File: src/design/gtp_pkg.sv
// ----------------------------------------------------------------------------
// gtp_pkg
// Shared constants and pipeline types for the tanh-form GELU unit.
// ----------------------------------------------------------------------------
package gtp_pkg;

  // Internal fraction width of the inner datapath.
  localparam int IQ = 28;

  // Pipeline depth of each section.
  localparam int POLY_ST = 8;
  localparam int DIV_ST  = 10;
  localparam int OUT_ST  = 2;
  localparam int NST     = POLY_ST + DIV_ST + OUT_ST;

  // Divider geometry: quotient bits, remainder width, bits per stage.
  localparam int QW  = 30;
  localparam int RW  = 38;
  localparam int NW  = 36;
  localparam int BPS = QW / DIV_ST;

  localparam logic [28:0] ONE_Q  = 29'd1 << IQ;
  localparam logic [27:0] C1_Q   = 28'd214180506;  // sqrt(2/pi)
  localparam logic [23:0] C2_Q   = 24'd12003091;   // 0.044715
  localparam logic [29:0] TH_Q   = 30'd885837005;  // 3.3

  localparam logic [30:0] N1_K   = 31'd17325 << 16;
  localparam logic [27:0] D1_K   = 28'd3150 << 16;
  localparam logic [32:0] D2_K   = 33'd62370 << 16;
  localparam logic [37:0] K0_K   = 38'd135135 << 16;

  // Side information that rides along with each item.
  typedef struct packed {
    logic        neg;   // input was negative
    logic        big;   // |x| >= 4.0, result bypasses the math
    logic        sat;   // inner above 3.3, tanh forced to one
    logic [31:0] x;     // raw input beat
    logic [29:0] iv;    // inner magnitude, Q28
  } side_t;

  // One divider stage.
  typedef struct packed {
    logic [RW-1:0] rem;
    logic [QW-1:0] dq;   // dividend bits still to shift in, quotient bits behind
    logic [RW-1:0] den;
    side_t         sd;
  } div_st_t;

endpackage

File: src/design/gtp_out.sv
// ----------------------------------------------------------------------------
// gtp_out
// Back end: tanh from the ratio, 1 +- tanh, final scale, sign and bypass.
// ----------------------------------------------------------------------------
module gtp_out (
  input  logic                          clk,
  input  logic [gtp_pkg::OUT_ST-1:0]    en,
  input  logic [gtp_pkg::QW-1:0]        q_i,
  input  gtp_pkg::side_t                sd_i,
  output logic [31:0]                   y_o
);
  import gtp_pkg::*;

  logic [59:0] pt;
  logic [31:0] traw;
  logic [28:0] t;
  logic [29:0] f_r;
  side_t       sd_r;
  logic [31:0] mag;
  logic [61:0] py;
  logic [31:0] ym;
  logic [31:0] y_r;

  assign pt   = sd_i.iv * q_i;
  assign traw = 32'((pt + (60'd1 << (IQ - 1))) >> IQ);
  assign t    = (sd_i.sat || (traw > 32'(ONE_Q))) ? ONE_Q : traw[28:0];

  always_ff @(posedge clk) begin
    if (en[0]) begin
      f_r  <= sd_i.neg ? (30'(ONE_Q) - 30'(t)) : (30'(ONE_Q) + 30'(t));
      sd_r <= sd_i;
    end
  end

  assign mag = sd_r.neg ? (32'd0 - sd_r.x) : sd_r.x;
  assign py  = mag * f_r;
  assign ym  = 32'((py + (62'd1 << (IQ - 1))) >> (IQ + 1));

  always_ff @(posedge clk) begin
    if (en[1]) begin
      if (sd_r.big) begin
        y_r <= sd_r.neg ? 32'd0 : sd_r.x;
      end else begin
        y_r <= sd_r.neg ? (32'd0 - ym) : ym;
      end
    end
  end

  assign y_o = y_r;

endmodule

File: config.mk
export PLATFORM = sky130hd
export DESIGN_NAME = gtp_out
export DESIGN_NICKNAME = d
export VERILOG_FILES = /design/src/design/gtp_pkg.sv /design/src/design/gtp_out.sv
export SDC_FILE = /design/constraint.sdc
export NUM_CORES = 2
export LEC_CHECK = 0
export ABC_AREA = 1
export BUFFER_PORTS_ARGS = -buffer_cell sky130_fd_sc_hd__buf_2
export CAP_MARGIN = 40
export CELL_PAD_IN_SITES_DETAIL_PLACEMENT = 1
export CELL_PAD_IN_SITES_GLOBAL_PLACEMENT = 2
export CORE_MARGIN = 8
export CORE_UTILIZATION = 25
export CTS_CLUSTER_DIAMETER = 80
export DETAILED_ROUTE_END_ITERATION = 7
export PLACE_DENSITY = 0.68
export SETUP_SLACK_MARGIN = 0.02
export SKIP_LAST_GASP = 1
export SLEW_MARGIN = 20
export SYNTH_ARGS = -nofsm -noshare
export SYNTH_HDL_FRONTEND = slang
export SYNTH_SLANG_ARGS = --single-unit
File: constraint.sdc
create_clock -name clk -period 11.45 [get_ports clk]
set_input_delay 2.29 -clock clk [delete_from_list [all_inputs] [get_ports clk]]
set_output_delay 2.29 -clock clk [all_outputs]
set_load 0.02 [all_outputs]
* Word level (Yosys, flattened, before mapping)
Index checks and enable logic that the tools add are counted.
** Cells by class
- Add/subtract/negate cells :: 6
- $mul :: 2
- Order comparisons :: 1
- Multiplexer cells :: 6
- Reduce and logical (&&, ||, !) cells :: 1
** Operator list (number)
- 2-to-1 mux 32 bit :: 4
- subtractor 1 x 32 -> 32 bit (first input constant) :: 2
- adder 61 x 28 -> 61 bit (second input constant) :: 1
- multiplier 32 x 30 -> 61 bit :: 1
- adder 60 x 28 -> 60 bit (second input constant) :: 1
- multiplier 30 x 30 -> 60 bit :: 1
- > comparator 32 x 29 -> 1 bit (second input constant) :: 1
- adder 29 x 29 -> 30 bit (first input constant) :: 1
- 2-to-1 mux 30 bit :: 1
- subtractor 29 x 29 -> 30 bit (first input constant) :: 1
- 2-to-1 mux 29 bit :: 1
- logical OR 1 bit :: 1
** Word-level totals
- Bits in registers :: 96
- Input bits :: 98
- Output and inout bits :: 32
- Logic and storage cells :: 21

* Depth between registers and ports, before layout
- Depth in word-level cells :: 7
- Depth in mapped cells :: 57
- Mapped depth without buffers :: 57

* Worst setup path after synthesis
Ideal clock, no wire load.
- Path kind :: in2reg
- From :: input q_i[9] in the netlist's numbering
- To :: register f_r[10] (data pin)
- Library setup time :: 0.265 ns
- Data arrival time :: 9.966 ns
- Required time :: 11.185 ns
- Slack :: 1.219 ns
- Stages :: 42
- Buffers on the path :: 4
- Cells stage by stage :: clkbuf_1 nand2_1 fa_1 inv_1 fa_1 inv_1 fa_1 inv_1 fa_1 inv_1 fa_1 fa_1 fa_1 fa_1 inv_1 ha_1 nand2_2 nor2_1 [6 not listed] nand3_1 nand2_1 nor2_1 nand2_1 nor2_1 nand3_2 a21oi_4 buf_6 buf_6 buf_4 nand2_1 ha_1 or2_2 nand2_1 inv_1 nand3_2 nor2_4 xor2_1
** On the way
- Longest elaborated chain between the ends :: 7
- Elaborated cells between the ends (all ways) :: 8
- Classes of those cells :: add/sub (3); mul (1); order compare (1); mux (2); reduce/logical (1)
** RTL lines
- from (decl) :: line gtp_out.sv:8 : input logic [gtp_pkg::QW-1:0] q_i,
- multiplier 30 x 30 -> 60 bit (*) :: line gtp_out.sv:24 : assign pt = sd_i.iv * q_i;
- adder 60 x 28 -> 60 bit (*) :: line gtp_out.sv:25 : assign traw = 32'((pt + (60'd1 << (IQ - 1))) >> IQ);
- > comparator 32 x 29 -> 1 bit :: line gtp_out.sv:26 : assign t = (sd_i.sat || (traw > 32'(ONE_Q))) ? ONE_Q : traw[28:0];
- logical OR 1 bit :: line gtp_out.sv:26
- 2-to-1 mux 29 bit (*) :: line gtp_out.sv:26
- adder 29 x 29 -> 30 bit / subtractor 29 x 29 -> 30 bit (equally long branches) :: line gtp_out.sv:30 : f_r <= sd_i.neg ? (30'(ONE_Q) - 30'(t)) : (30'(ONE_Q) + 30'(t));
- 2-to-1 mux 30 bit (*) :: line gtp_out.sv:30
- to (signal assigned) :: line gtp_out.sv:30
- to (decl) :: line gtp_out.sv:17 : logic [29:0] f_r;
Every way passes the cells marked *; elsewhere a longest branch is shown, timed or not.
A chain may end at the register's enable or synchronous reset.

* Final worst setup path
- From :: input q_i[11] in the netlist's numbering
- To :: register f_r[24] (data pin)
Same word-level chain as after synthesis.

==> results.sh <==
export IMPL_drc_errors=0
export IMPL_fp_dieArea_um2=295000
export IMPL_async_flop_share_pct=0
export IMPL_grt_max_degree=74
export IMPL_path_class="in -> reg"
export IMPL_grt_pass1_vias=66800
export IMPL_gp_congestion=0.908
export IMPL_initial_utilization_pct=25.1
export IMPL_worstPathArrival_ps=11040
export IMPL_detail_route_wl_per_cell_um=21.4
export IMPL_synth_area_per_cell_um2=7.61
export IMPL_use_met3_pct=1.45
export IMPL_drive_gt1_share_pct=4.90
export IMPL_drtIter0Drc=2759
export IMPL_layout_min_cycle_time_ps=10880
export IMPL_slowest_delay_ps=540
export IMPL_via_count=57800
export IMPL_cts_max_level=3
export IMPL_overflow=0
export IMPL_final_setup_viol_count=0
export IMPL_ant_nets=0
export IMPL_outcome="complete, no violations"
export IMPL_die_y_um=543
export IMPL_root_buffer="clkbuf_16"
export IMPL_coreArea_um2=276000
export IMPL_dpl_hpwl_um=237000
export IMPL_mostFrequentLayoutCell="inv_1"
export IMPL_hold_buffers=0
export IMPL_num_rows=193
export IMPL_synth_top_area_share_pct=46.6
export IMPL_clk_path_buf_depth=2
export IMPL_nets=11400
export IMPL_crit_fanout=21
export IMPL_grt_busiest_layer="met2"
export IMPL_final_hold_viol_count=0
export IMPL_finClkSkew_ps=21.5
export IMPL_cts_repair_resized=0
export IMPL_most_common_layout_cells="2693 x inv_1, 2343 x nand2_1, 1617 x fa_1, 701 x nor2_1, 539 x ha_1"
export IMPL_synth_top_area_cell="fa_1"
export IMPL_rsz0062_at_grt="false"
export IMPL_syn_cell_area_um2=69500
export IMPL_hp_class="reg -> reg"
export IMPL_tns_ps=0
export IMPL_slew_viol_final=0
export IMPL_clkSlewWorstSetupHoldPaths_ps=80
export IMPL_worstMarginPinSlew_ps=907
export IMPL_dr_pass1_iters=5
export IMPL_synth_nets=11400
export IMPL_io_buffers=129
export IMPL_cts_sinks=96
export IMPL_cp_end_kind="flop"
export IMPL_cts_tree="done"
export IMPL_routed_via_density=4.49
export IMPL_crit_top_cell="inv_1"
export IMPL_grt_pass1_wl_um=418000
export IMPL_ys_flop_type="edfxtp_1"
export IMPL_post_route_period_util_pct=95.1
export IMPL_die_w_um=543
export IMPL_synth_edf_count=96
export IMPL_fmax_mhz=91.9
export IMPL_ys_warn_count=0
export IMPL_ys_types=49
export IMPL_post_synth_inst_count=9136
export IMPL_synth_top_cells_by_area="fa_1 47%, inv_1 15%, nand2_1 13%"
export IMPL_use_met2_pct=34.7
export IMPL_insertion_delay_ps=410
export IMPL_wl_um=276000
export IMPL_drv_cap=0
export IMPL_use_met1_pct=22.6
export IMPL_setup_worst_path_start_class="primary input"
export IMPL_worstPathRequired_ps=11600
export IMPL_relSlewSlack_pct=39.5
export IMPL_cp_slowest_cell="fa_1"
export IMPL_antenna_found_initial=11
export IMPL_yosysSeqAreaShare_pct=4.15
export IMPL_io_pins=130
export IMPL_syn_to_final_growth_pct=9.19
export IMPL_track_usage_pct=18.7
export IMPL_cts_inserted_buffers=9
export IMPL_cts_setup_buffers=0
export IMPL_ys_ff_latch=96
[final timing paths]
kind                               start       to  slack [ps]  cells after the start
worst min register to register  sd_r[56]  y_o[26]         670                      2
worst max register to register  sd_r[33]  y_o[28]         590                     44
worst min-delay path            sd_r[56]  y_o[26]         670                      2
worst max-delay path             q_i[11]  f_r[24]         570                     40
[synth_stat cells (all sizes together), types with 9 or more instances]
cell       n
a21o       9
nor2     722
nor4      12
buf       17
o21bai    15
nand3b    23
nand3    175
nor3      36
xnor2     20
inv     2699
a31oi     17
o211ai    12
edfxtp    96
nand4     35
ha       539
nand2   2353
o22ai     11
o21ai    121
xor2      38
clkinv    16
fa      1617
clkbuf   345
a21oi    172
[worst max-delay path, delay by kind of cell]
kind            cells  cell delay [ps]
simple gates       16             1980
compound gates      4             1040
fa+ha+maj          10             4570
buf+inv            10             1120
[metrics by stage]
stage / hold slack [ps] / util (%) / cells / worst slack, ps / area [um2]
CTS: 667 / 27.4 / 12900 / 529 / 75800
finish: 672 / 27.4 / 12900 / 565 / 75900
detailed placement: 645 / 27.3 / 12800 / 92.0 / 75500
global placement: 636 / 27.3 / 12800 / 91.0 / 75400
global route: 734 / 27.4 / 12900 / 65.7 / 75900
floorplan: 534 / - / 9136 / 1220 / 69500
[cell type report]
| class | count | area [um2] |
|---|---|---|
| diodes | 4 | 10.0 |
| clock buffers | 9 | 225 |
| clock inverters | 7 | 81.3 |
| fillers | 33800 | 201000 |
| inverters | 2715 | 10200 |
| multi-input cells | 5963 | 55100 |
| flip-flops and latches | 96 | 2880 |
| well taps | 3705 | 4640 |
| repair buffers | 370 | 2800 |
[kinds of logic after synthesis]
group	share of synthesized area, %
flops	4.15
simple gates	19.1
compound gates	3.04
xor+xnor	0.731
buf+inv	16.7
fa+ha+maj	56.3
[flip-flops by register name (all words and copies together) (netlist names)]
| name | cells |
|---|---|
| f_r | 30 |
| sd_r | 34 |
| y_o | 32 |
[layer usage]
layer / vias up / wire (um)
li1: 25900 / -
met1: 30400 / 113000
met2: 1152 / 142000
met3: 409 / 8770
met4: 4 / 11800
met5: - / 20
Power is left out: the tool's default activity adds up to more than one toggle a clock period on the data nets, which glitch-free logic cannot reach.
