File: src/design/gtp_pkg.sv
// ----------------------------------------------------------------------------
// gtp_pkg
// Shared constants and pipeline types for the tanh-form GELU unit.
// ----------------------------------------------------------------------------
package gtp_pkg;

  // Internal fraction width of the inner datapath.
  localparam int IQ = 28;

  // Pipeline depth of each section.
  localparam int POLY_ST = 8;
  localparam int DIV_ST  = 10;
  localparam int OUT_ST  = 2;
  localparam int NST     = POLY_ST + DIV_ST + OUT_ST;

  // Divider geometry: quotient bits, remainder width, bits per stage.
  localparam int QW  = 30;
  localparam int RW  = 38;
  localparam int NW  = 36;
  localparam int BPS = QW / DIV_ST;

  localparam logic [28:0] ONE_Q  = 29'd1 << IQ;
  localparam logic [27:0] C1_Q   = 28'd214180506;  // sqrt(2/pi)
  localparam logic [23:0] C2_Q   = 24'd12003091;   // 0.044715
  localparam logic [29:0] TH_Q   = 30'd885837005;  // 3.3

  localparam logic [30:0] N1_K   = 31'd17325 << 16;
  localparam logic [27:0] D1_K   = 28'd3150 << 16;
  localparam logic [32:0] D2_K   = 33'd62370 << 16;
  localparam logic [37:0] K0_K   = 38'd135135 << 16;

  // Side information that rides along with each item.
  typedef struct packed {
    logic        neg;   // input was negative
    logic        big;   // |x| >= 4.0, result bypasses the math
    logic        sat;   // inner above 3.3, tanh forced to one
    logic [31:0] x;     // raw input beat
    logic [29:0] iv;    // inner magnitude, Q28
  } side_t;

  // One divider stage.
  typedef struct packed {
    logic [RW-1:0] rem;
    logic [QW-1:0] dq;   // dividend bits still to shift in, quotient bits behind
    logic [RW-1:0] den;
    side_t         sd;
  } div_st_t;

endpackage

File: src/design/gtp_div.sv
// ----------------------------------------------------------------------------
// gtp_div
// Pipelined restoring divider: r = rnd(num * 2^28 / den), a few bits a stage.
// ----------------------------------------------------------------------------
module gtp_div (
  input  logic                          clk,
  input  logic [gtp_pkg::DIV_ST-1:0]    en,
  input  logic [gtp_pkg::NW-1:0]        num_i,
  input  logic [gtp_pkg::RW-1:0]        den_i,
  input  gtp_pkg::side_t                sd_i,
  output logic [gtp_pkg::QW-1:0]        q_o,
  output gtp_pkg::side_t                sd_o
);
  import gtp_pkg::*;

  logic [63:0] dvd;
  div_st_t     st_in  [DIV_ST];
  div_st_t     st_nxt [DIV_ST];
  div_st_t     st_r   [DIV_ST];

  // Rounding folded into the dividend; quotient stays below 2^QW so the
  // top bits already sit below den.
  assign dvd = {num_i, {IQ{1'b0}}} + 64'(den_i >> 1);

  genvar g;
  generate
    for (g = 0; g < DIV_ST; g++) begin : g_stage
      if (g == 0) begin : g_first
        assign st_in[g].rem = RW'(dvd[63:QW]);
        assign st_in[g].dq  = dvd[QW-1:0];
        assign st_in[g].den = den_i;
        assign st_in[g].sd  = sd_i;
      end else begin : g_next
        assign st_in[g] = st_r[g-1];
      end

      always_comb begin : step
        div_st_t     s;
        logic [RW:0] tr;
        logic        ge;
        s = st_in[g];
        for (int j = 0; j < BPS; j++) begin
          tr    = {s.rem, s.dq[QW-1]};
          ge    = (tr >= {1'b0, s.den});
          s.dq  = {s.dq[QW-2:0], ge};
          s.rem = ge ? RW'(tr - {1'b0, s.den}) : tr[RW-1:0];
        end
        st_nxt[g] = s;
      end

      always_ff @(posedge clk) begin
        if (en[g]) begin
          st_r[g] <= st_nxt[g];
        end
      end
    end
  endgenerate

  assign q_o  = st_r[DIV_ST-1].dq;
  assign sd_o = st_r[DIV_ST-1].sd;

endmodule

File: config.mk
export PLATFORM = sky130hd
export DESIGN_NAME = gtp_div
export DESIGN_NICKNAME = d
export VERILOG_FILES = /design/src/design/gtp_pkg.sv /design/src/design/gtp_div.sv
export SDC_FILE = /design/constraint.sdc
export NUM_CORES = 2
export LEC_CHECK = 0
export BUFFER_PORTS_ARGS = -buffer_cell sky130_fd_sc_hd__clkbuf_2
export CAP_MARGIN = 20
export CORE_ASPECT_RATIO = 0.6
export CORE_MARGIN = 2
export CORE_UTILIZATION = 50
export CTS_CLUSTER_DIAMETER = 80
export DETAILED_ROUTE_END_ITERATION = 8
export HOLD_SLACK_MARGIN = 0.08
export PLACE_DENSITY = 0.66
export SLEW_MARGIN = 20
export SYNTH_ARGS = -nofsm -noshare
export SYNTH_HDL_FRONTEND = slang
export SYNTH_SLANG_ARGS = --single-unit
File: constraint.sdc
create_clock -name clk -period 10.2 [get_ports clk]
set_input_delay 0.51 -clock clk [delete_from_list [all_inputs] [get_ports clk]]
set_output_delay 0.51 -clock clk [all_outputs]
set_load 0.01 [all_outputs]
### Yosys cells after proc, flatten, opt, wreduce, memory -nomap -nowiden

Memory sizes are Yosys's and may differ from the RTL's.
Index checks and enable logic that the tools add are counted.

* add/subtract/negate cells: 31
* order comparisons: 30
* mux-type cells: 50

Operator list (count)
* 2-to-1 mux 38 bit: 30
* greater-or-equal comparator 39 x 38 -> 1 bit: 29
* subtractor 38 bit: 29
* adder 64 x 37 -> 64 bit: 1
* greater-or-equal comparator 35 x 38 -> 1 bit: 1
* subtractor 35 x 38 -> 38 bit: 1
* 2-to-1 mux 1 bit: 20

* register bits after elaboration: 0
* RAM bits: 1710
* input port bits: 150
* output and inout port bits: 95
* memories: 1

Memories
* st_r: words 10, bits a word 171, rd ports 10, clocked after memory_dff 0, wr ports 10, RTL line gtp_div.sv:19 `div_st_t st_r [DIV_ST];`

### Depth between registers and ports, before layout

* word-level depth: 7
* depth in mapped cells: 55
* gate-level depth less buffers: 48

### Least setup slack after synthesis

OpenSTA, ideal clock, no wires.

* path kind: input -> register
* start point: input port num_i[1] in the netlist's numbering
* end point: memory st_r[0][146] in the netlist's numbering, data pin
* setup time: 0.260 ns
* arrival time: 10.405 ns
* required time: 9.940 ns
* setup slack: -0.465 ns
* stages: 49
* path buffers: 7
* cell sequence: ha_1 > a21o_1 > a21oi_1 > o21bai_1 > a21boi_0 > o31ai_1 > nand3_1 > nor2_1 > xnor2_1 > inv_1 > ha_1 > clkbuf_1 > nand3_1 > or3_1 > a211oi_1 > or3b_1 > a21oi_1 > a31o_2 > (+13 left out) > o211ai_2 > buf_2 > clkbuf_1 > o21ai_0 > inv_1 > ha_1 > nor2b_1 > o21a_1 > o21ai_0 > a211oi_1 > o31ai_1 > a21oi_1 > o211ai_1 > nand3_1 > a21oi_1 > o211ai_1 > buf_2 > mux2_2

RTL lines
* start, declared: RTL line gtp_div.sv:8 `input logic [gtp_pkg::NW-1:0] num_i,`
* end, declared: RTL line gtp_div.sv:19

==> results.py <==
metrics = {
    "run_status": {
        "status": "complete, but fails checks",
        "violations": "setup timing",
    },
    "layout": {
        "multi_input_area_mm2": 0.0712,
        "largest_reg_flops": 1499,
        "final_cell_area_mm2": 0.161,
        "fin_nets": 16794,
        "final_common_cell": "buf_4",
        "regArea_mm2": 0.0450,
        "nFillCells": 16903,
        "layout_common_cells": "3670 x buf_4, 1499 x edfxtp_1, 1013 x ha_1, 956 x a21oi_1, 675 x nand2_1",
        "synthToLayoutAreaGrowth_pct": 40.8,
        "drive_gt1_share_pct": 37.6,
        "largest_register": "st_r",
        "reg.largest.list": "st_r (1499)",
    },
    "setup_path": {
        "crit_slowest_cell": "a2111o_1",
        "critPathMaxFanout": 8,
        "cpPeakStageDelay_ps": 490,
        "reg2reg_depth": 46,
        "worstReg2RegEnd": "st_r[3][141]",
        "cp-start-kind": "register",
        "reg2reg_setup_slack_ps": -490,
        "cp.required_ps": 10760,
        "timing.rr.start": "st_r[2][139]",
        "cpMostUsedCell": "buf_4",
        "critical_path_arrival_ps": 11250,
        "path_class": "register to register",
        "end_kind": "register",
    },
    "timing": {
        "max_freq_mhz": 93.5,
        "worstMarginPinSlew_ps": 1100,
        "fin_ws_ps": -495,
        "finalCritPeriodShare_pct": 105,
        "rsz0062_at_grt": "true",
        "slew_violations": 0,
        "timing.final.crit_period_ps": 10690,
        "setup_viol": 170,
        "slew_headroom_pct": 26.8,
        "clock_skew_ps": 88.2,
        "hold_viol": 0,
    },
    "yosys": {
        "netlist_area_mm2": 0.115,
        "async_reset_ff_share_pct": 0,
        "synth-edff-count": 1499,
        "synth_cell_types": 102,
        "synth_cells": 11304,
        "synth-main-ff-cell": "edfxtp_1",
        "yosysWarnings": 0,
        "ys_seq_elements": 1499,
        "synth-seq-area-share_pct": 39.2,
        "synth_area_per_cell_um2": 10.1,
        "syn_nets": 12630,
    },
    "clocking": {
        "root_buffer": "clkbuf_16",
        "clkLatencyLatePin_ps": 890,
        "clk_pin_slew_ps": 60,
        "clockBufferDepth": 4,
        "htreeDepth": 4,
        "cts_sinks": 1499,
        "numCtsBuffers": 158,
        "cts_tree": "yes",
    },
    "global_route": {
        "track_usage_pct": 39.7,
        "grt_pass1_vias": 103645,
        "grt_max_degree": 120,
        "gr-total-overflow": 0,
        "antenna_found_initial": 29,
        "grt_pass1_wl_um": 691000,
    },
    "hold_path": {
        "holdPathEnd": "st_r[3][92]",
        "hold_class": "input pin to register",
        "min_delay_path_depth": 1,
        "hp-start": "en[3]",
    },
    "route": {
        "dr_wl_met3_um": 89600,
        "highest_layer": "met5",
        "via_per_inst": 6.05,
        "drt-wirelength-per-cell_um": 26.6,
        "ant_nets": 0,
        "firstDrtPassIters": 9,
        "wl_um": 495000,
        "vias": 112663,
        "drcViolationCount": 0,
        "wl_met2_um": 164000,
        "m1WireLength_um": 232000,
        "drt_first_iter_violations": 15251,
    },
    "run": {
        "max-cap-violations": 0,
    },
    "place": {
        "place_congestion": 1.05,
        "dpl_cell_area_mm2": 0.146,
        "port_buffers": 244,
        "hpwl_um": 375000,
    },
    "die": {
        "die_w_um": 622,
        "die_h_um": 375,
        "die-area_mm2": 0.233,
        "num_rows": 136,
        "ios": 245,
        "start_util_pct": 50.2,
        "core_area_mm2": 0.229,
    },
}
## cell type report
cell class | count | share of cell area [%]
timing repair buffer | 4224 | 20.8
clock buffer | 187 | 2.56
clock inverter | 87 | 0.597
antenna | 13 | 0.0201
tap | 3036 | 2.35
sequential | 1499 | 27.9
multi-input combinational | 8870 | 44.1
timing repair inverter | 1 | 0.00697
inverter | 714 | 1.70
## Yosys cell counts, types with 18 or more instances
library cell	number	area share, %
nor4_1	35	0.19
o21ai_0	618	2.7
o21bai_1	179	1.2
buf_2	65	0.28
and3_1	96	0.52
nor2_1	709	2.3
o22ai_1	22	0.12
o211ai_1	68	0.45
xor2_1	304	2.3
a21o_1	533	3.5
o21a_1	145	0.95
a31o_2	30	0.23
a41oi_1	19	0.15
fa_1	30	0.52
nand2b_1	125	0.68
o31a_1	25	0.19
a21boi_0	46	0.30
ha_1	1146	12
nand2_1	698	2.3
a211oi_1	101	0.66
nor3_1	170	0.74
o41ai_1	19	0.15
or2_2	41	0.22
a221oi_1	24	0.18
mux2_2	664	6.5
a211o_1	35	0.27
o31ai_1	78	0.51
nor2b_1	108	0.59
a31oi_1	94	0.51
xnor2_1	663	5.1
a221o_1	28	0.24
clkbuf_1	126	0.41
or3_1	54	0.29
and4_1	45	0.34
edfxtp_1	1499	39
o21ai_1	18	0.079
and2_1	70	0.38
a21oi_1	1079	4.7
nand4_1	160	0.87
mux2i_1	48	0.42
nand3_1	223	0.97
a2111oi_0	27	0.21
inv_1	708	2.3
## metrics by stage
stage	setup TNS [ps]	hold slack (ps)	worst slack (ps)	utilization [%]	cells
6_report	-42200	109	-495	70.7	18631
3_5_place_dp	-288160	405	-2260	64.1	17916
4_1_cts	-5170	81.4	-185	68.4	18418
5_1_grt	-50550	106	-474	70.6	18620
2_1_floorplan	0	400	22.7	-	11304
3_3_place_gp	-275330	400	-2360	64.1	17916
## worst max-delay path by stage
stage / from / end / slack, ps
after floorplan: num_i[0] / st_r[0][146] / 20
after global placement: num_i[0] / st_r[0][139] / -2360
after detailed placement: num_i[0] / st_r[0][139] / -2260
after CTS: st_r[1][134] / st_r[2][168] / -190
after global routing: st_r[2][139] / st_r[3][142] / -470
final: st_r[2][139] / st_r[3][141] / -490
## critical path: cells and delay by family (launching register included)
family          cells  cell delay, ps
fa+ha+maj           3             870
mux                 4            1190
simple gates        7            1360
buf+inv            12            2050
compound gates     20            4430
flops               1             430
## per-layer routing
layer,up-vias,track usage (%)
li1,50841,-
met1,54276,64.7
met3,641,20.0
met2,6883,44.8
met4,22,5.48
met5,-,0.511
## kinds of logic after synthesis
logic type	Yosys count	share of synthesized area, %
adder cells (fa/ha/maj)	1176	13.0
buffers and inverters	936	3.21
flip-flops	1499	39.2
AO/OA/AOI/OAI	3383	19.0
AND/OR/NAND/NOR	2604	10.9
XOR/XNOR	967	7.38
multiplexers	739	7.25
## repair_timing
| item | in CTS | in global routing |
|---|---|---|
| resized for setup | 486 | 773 |
| pin swaps | 144 | 309 |
| setup endpoints to repair | 352 | 352 |
| endpoints found under the hold margin | 117 | 0 |
| gates cloned | 24 | 16 |
| setup buffers | 105 | 206 |
| hold buffers | 104 | 0 |
Power is left out: the tool's default activity adds up to more than one toggle a clock period on the data nets, which glitch-free logic cannot reach.
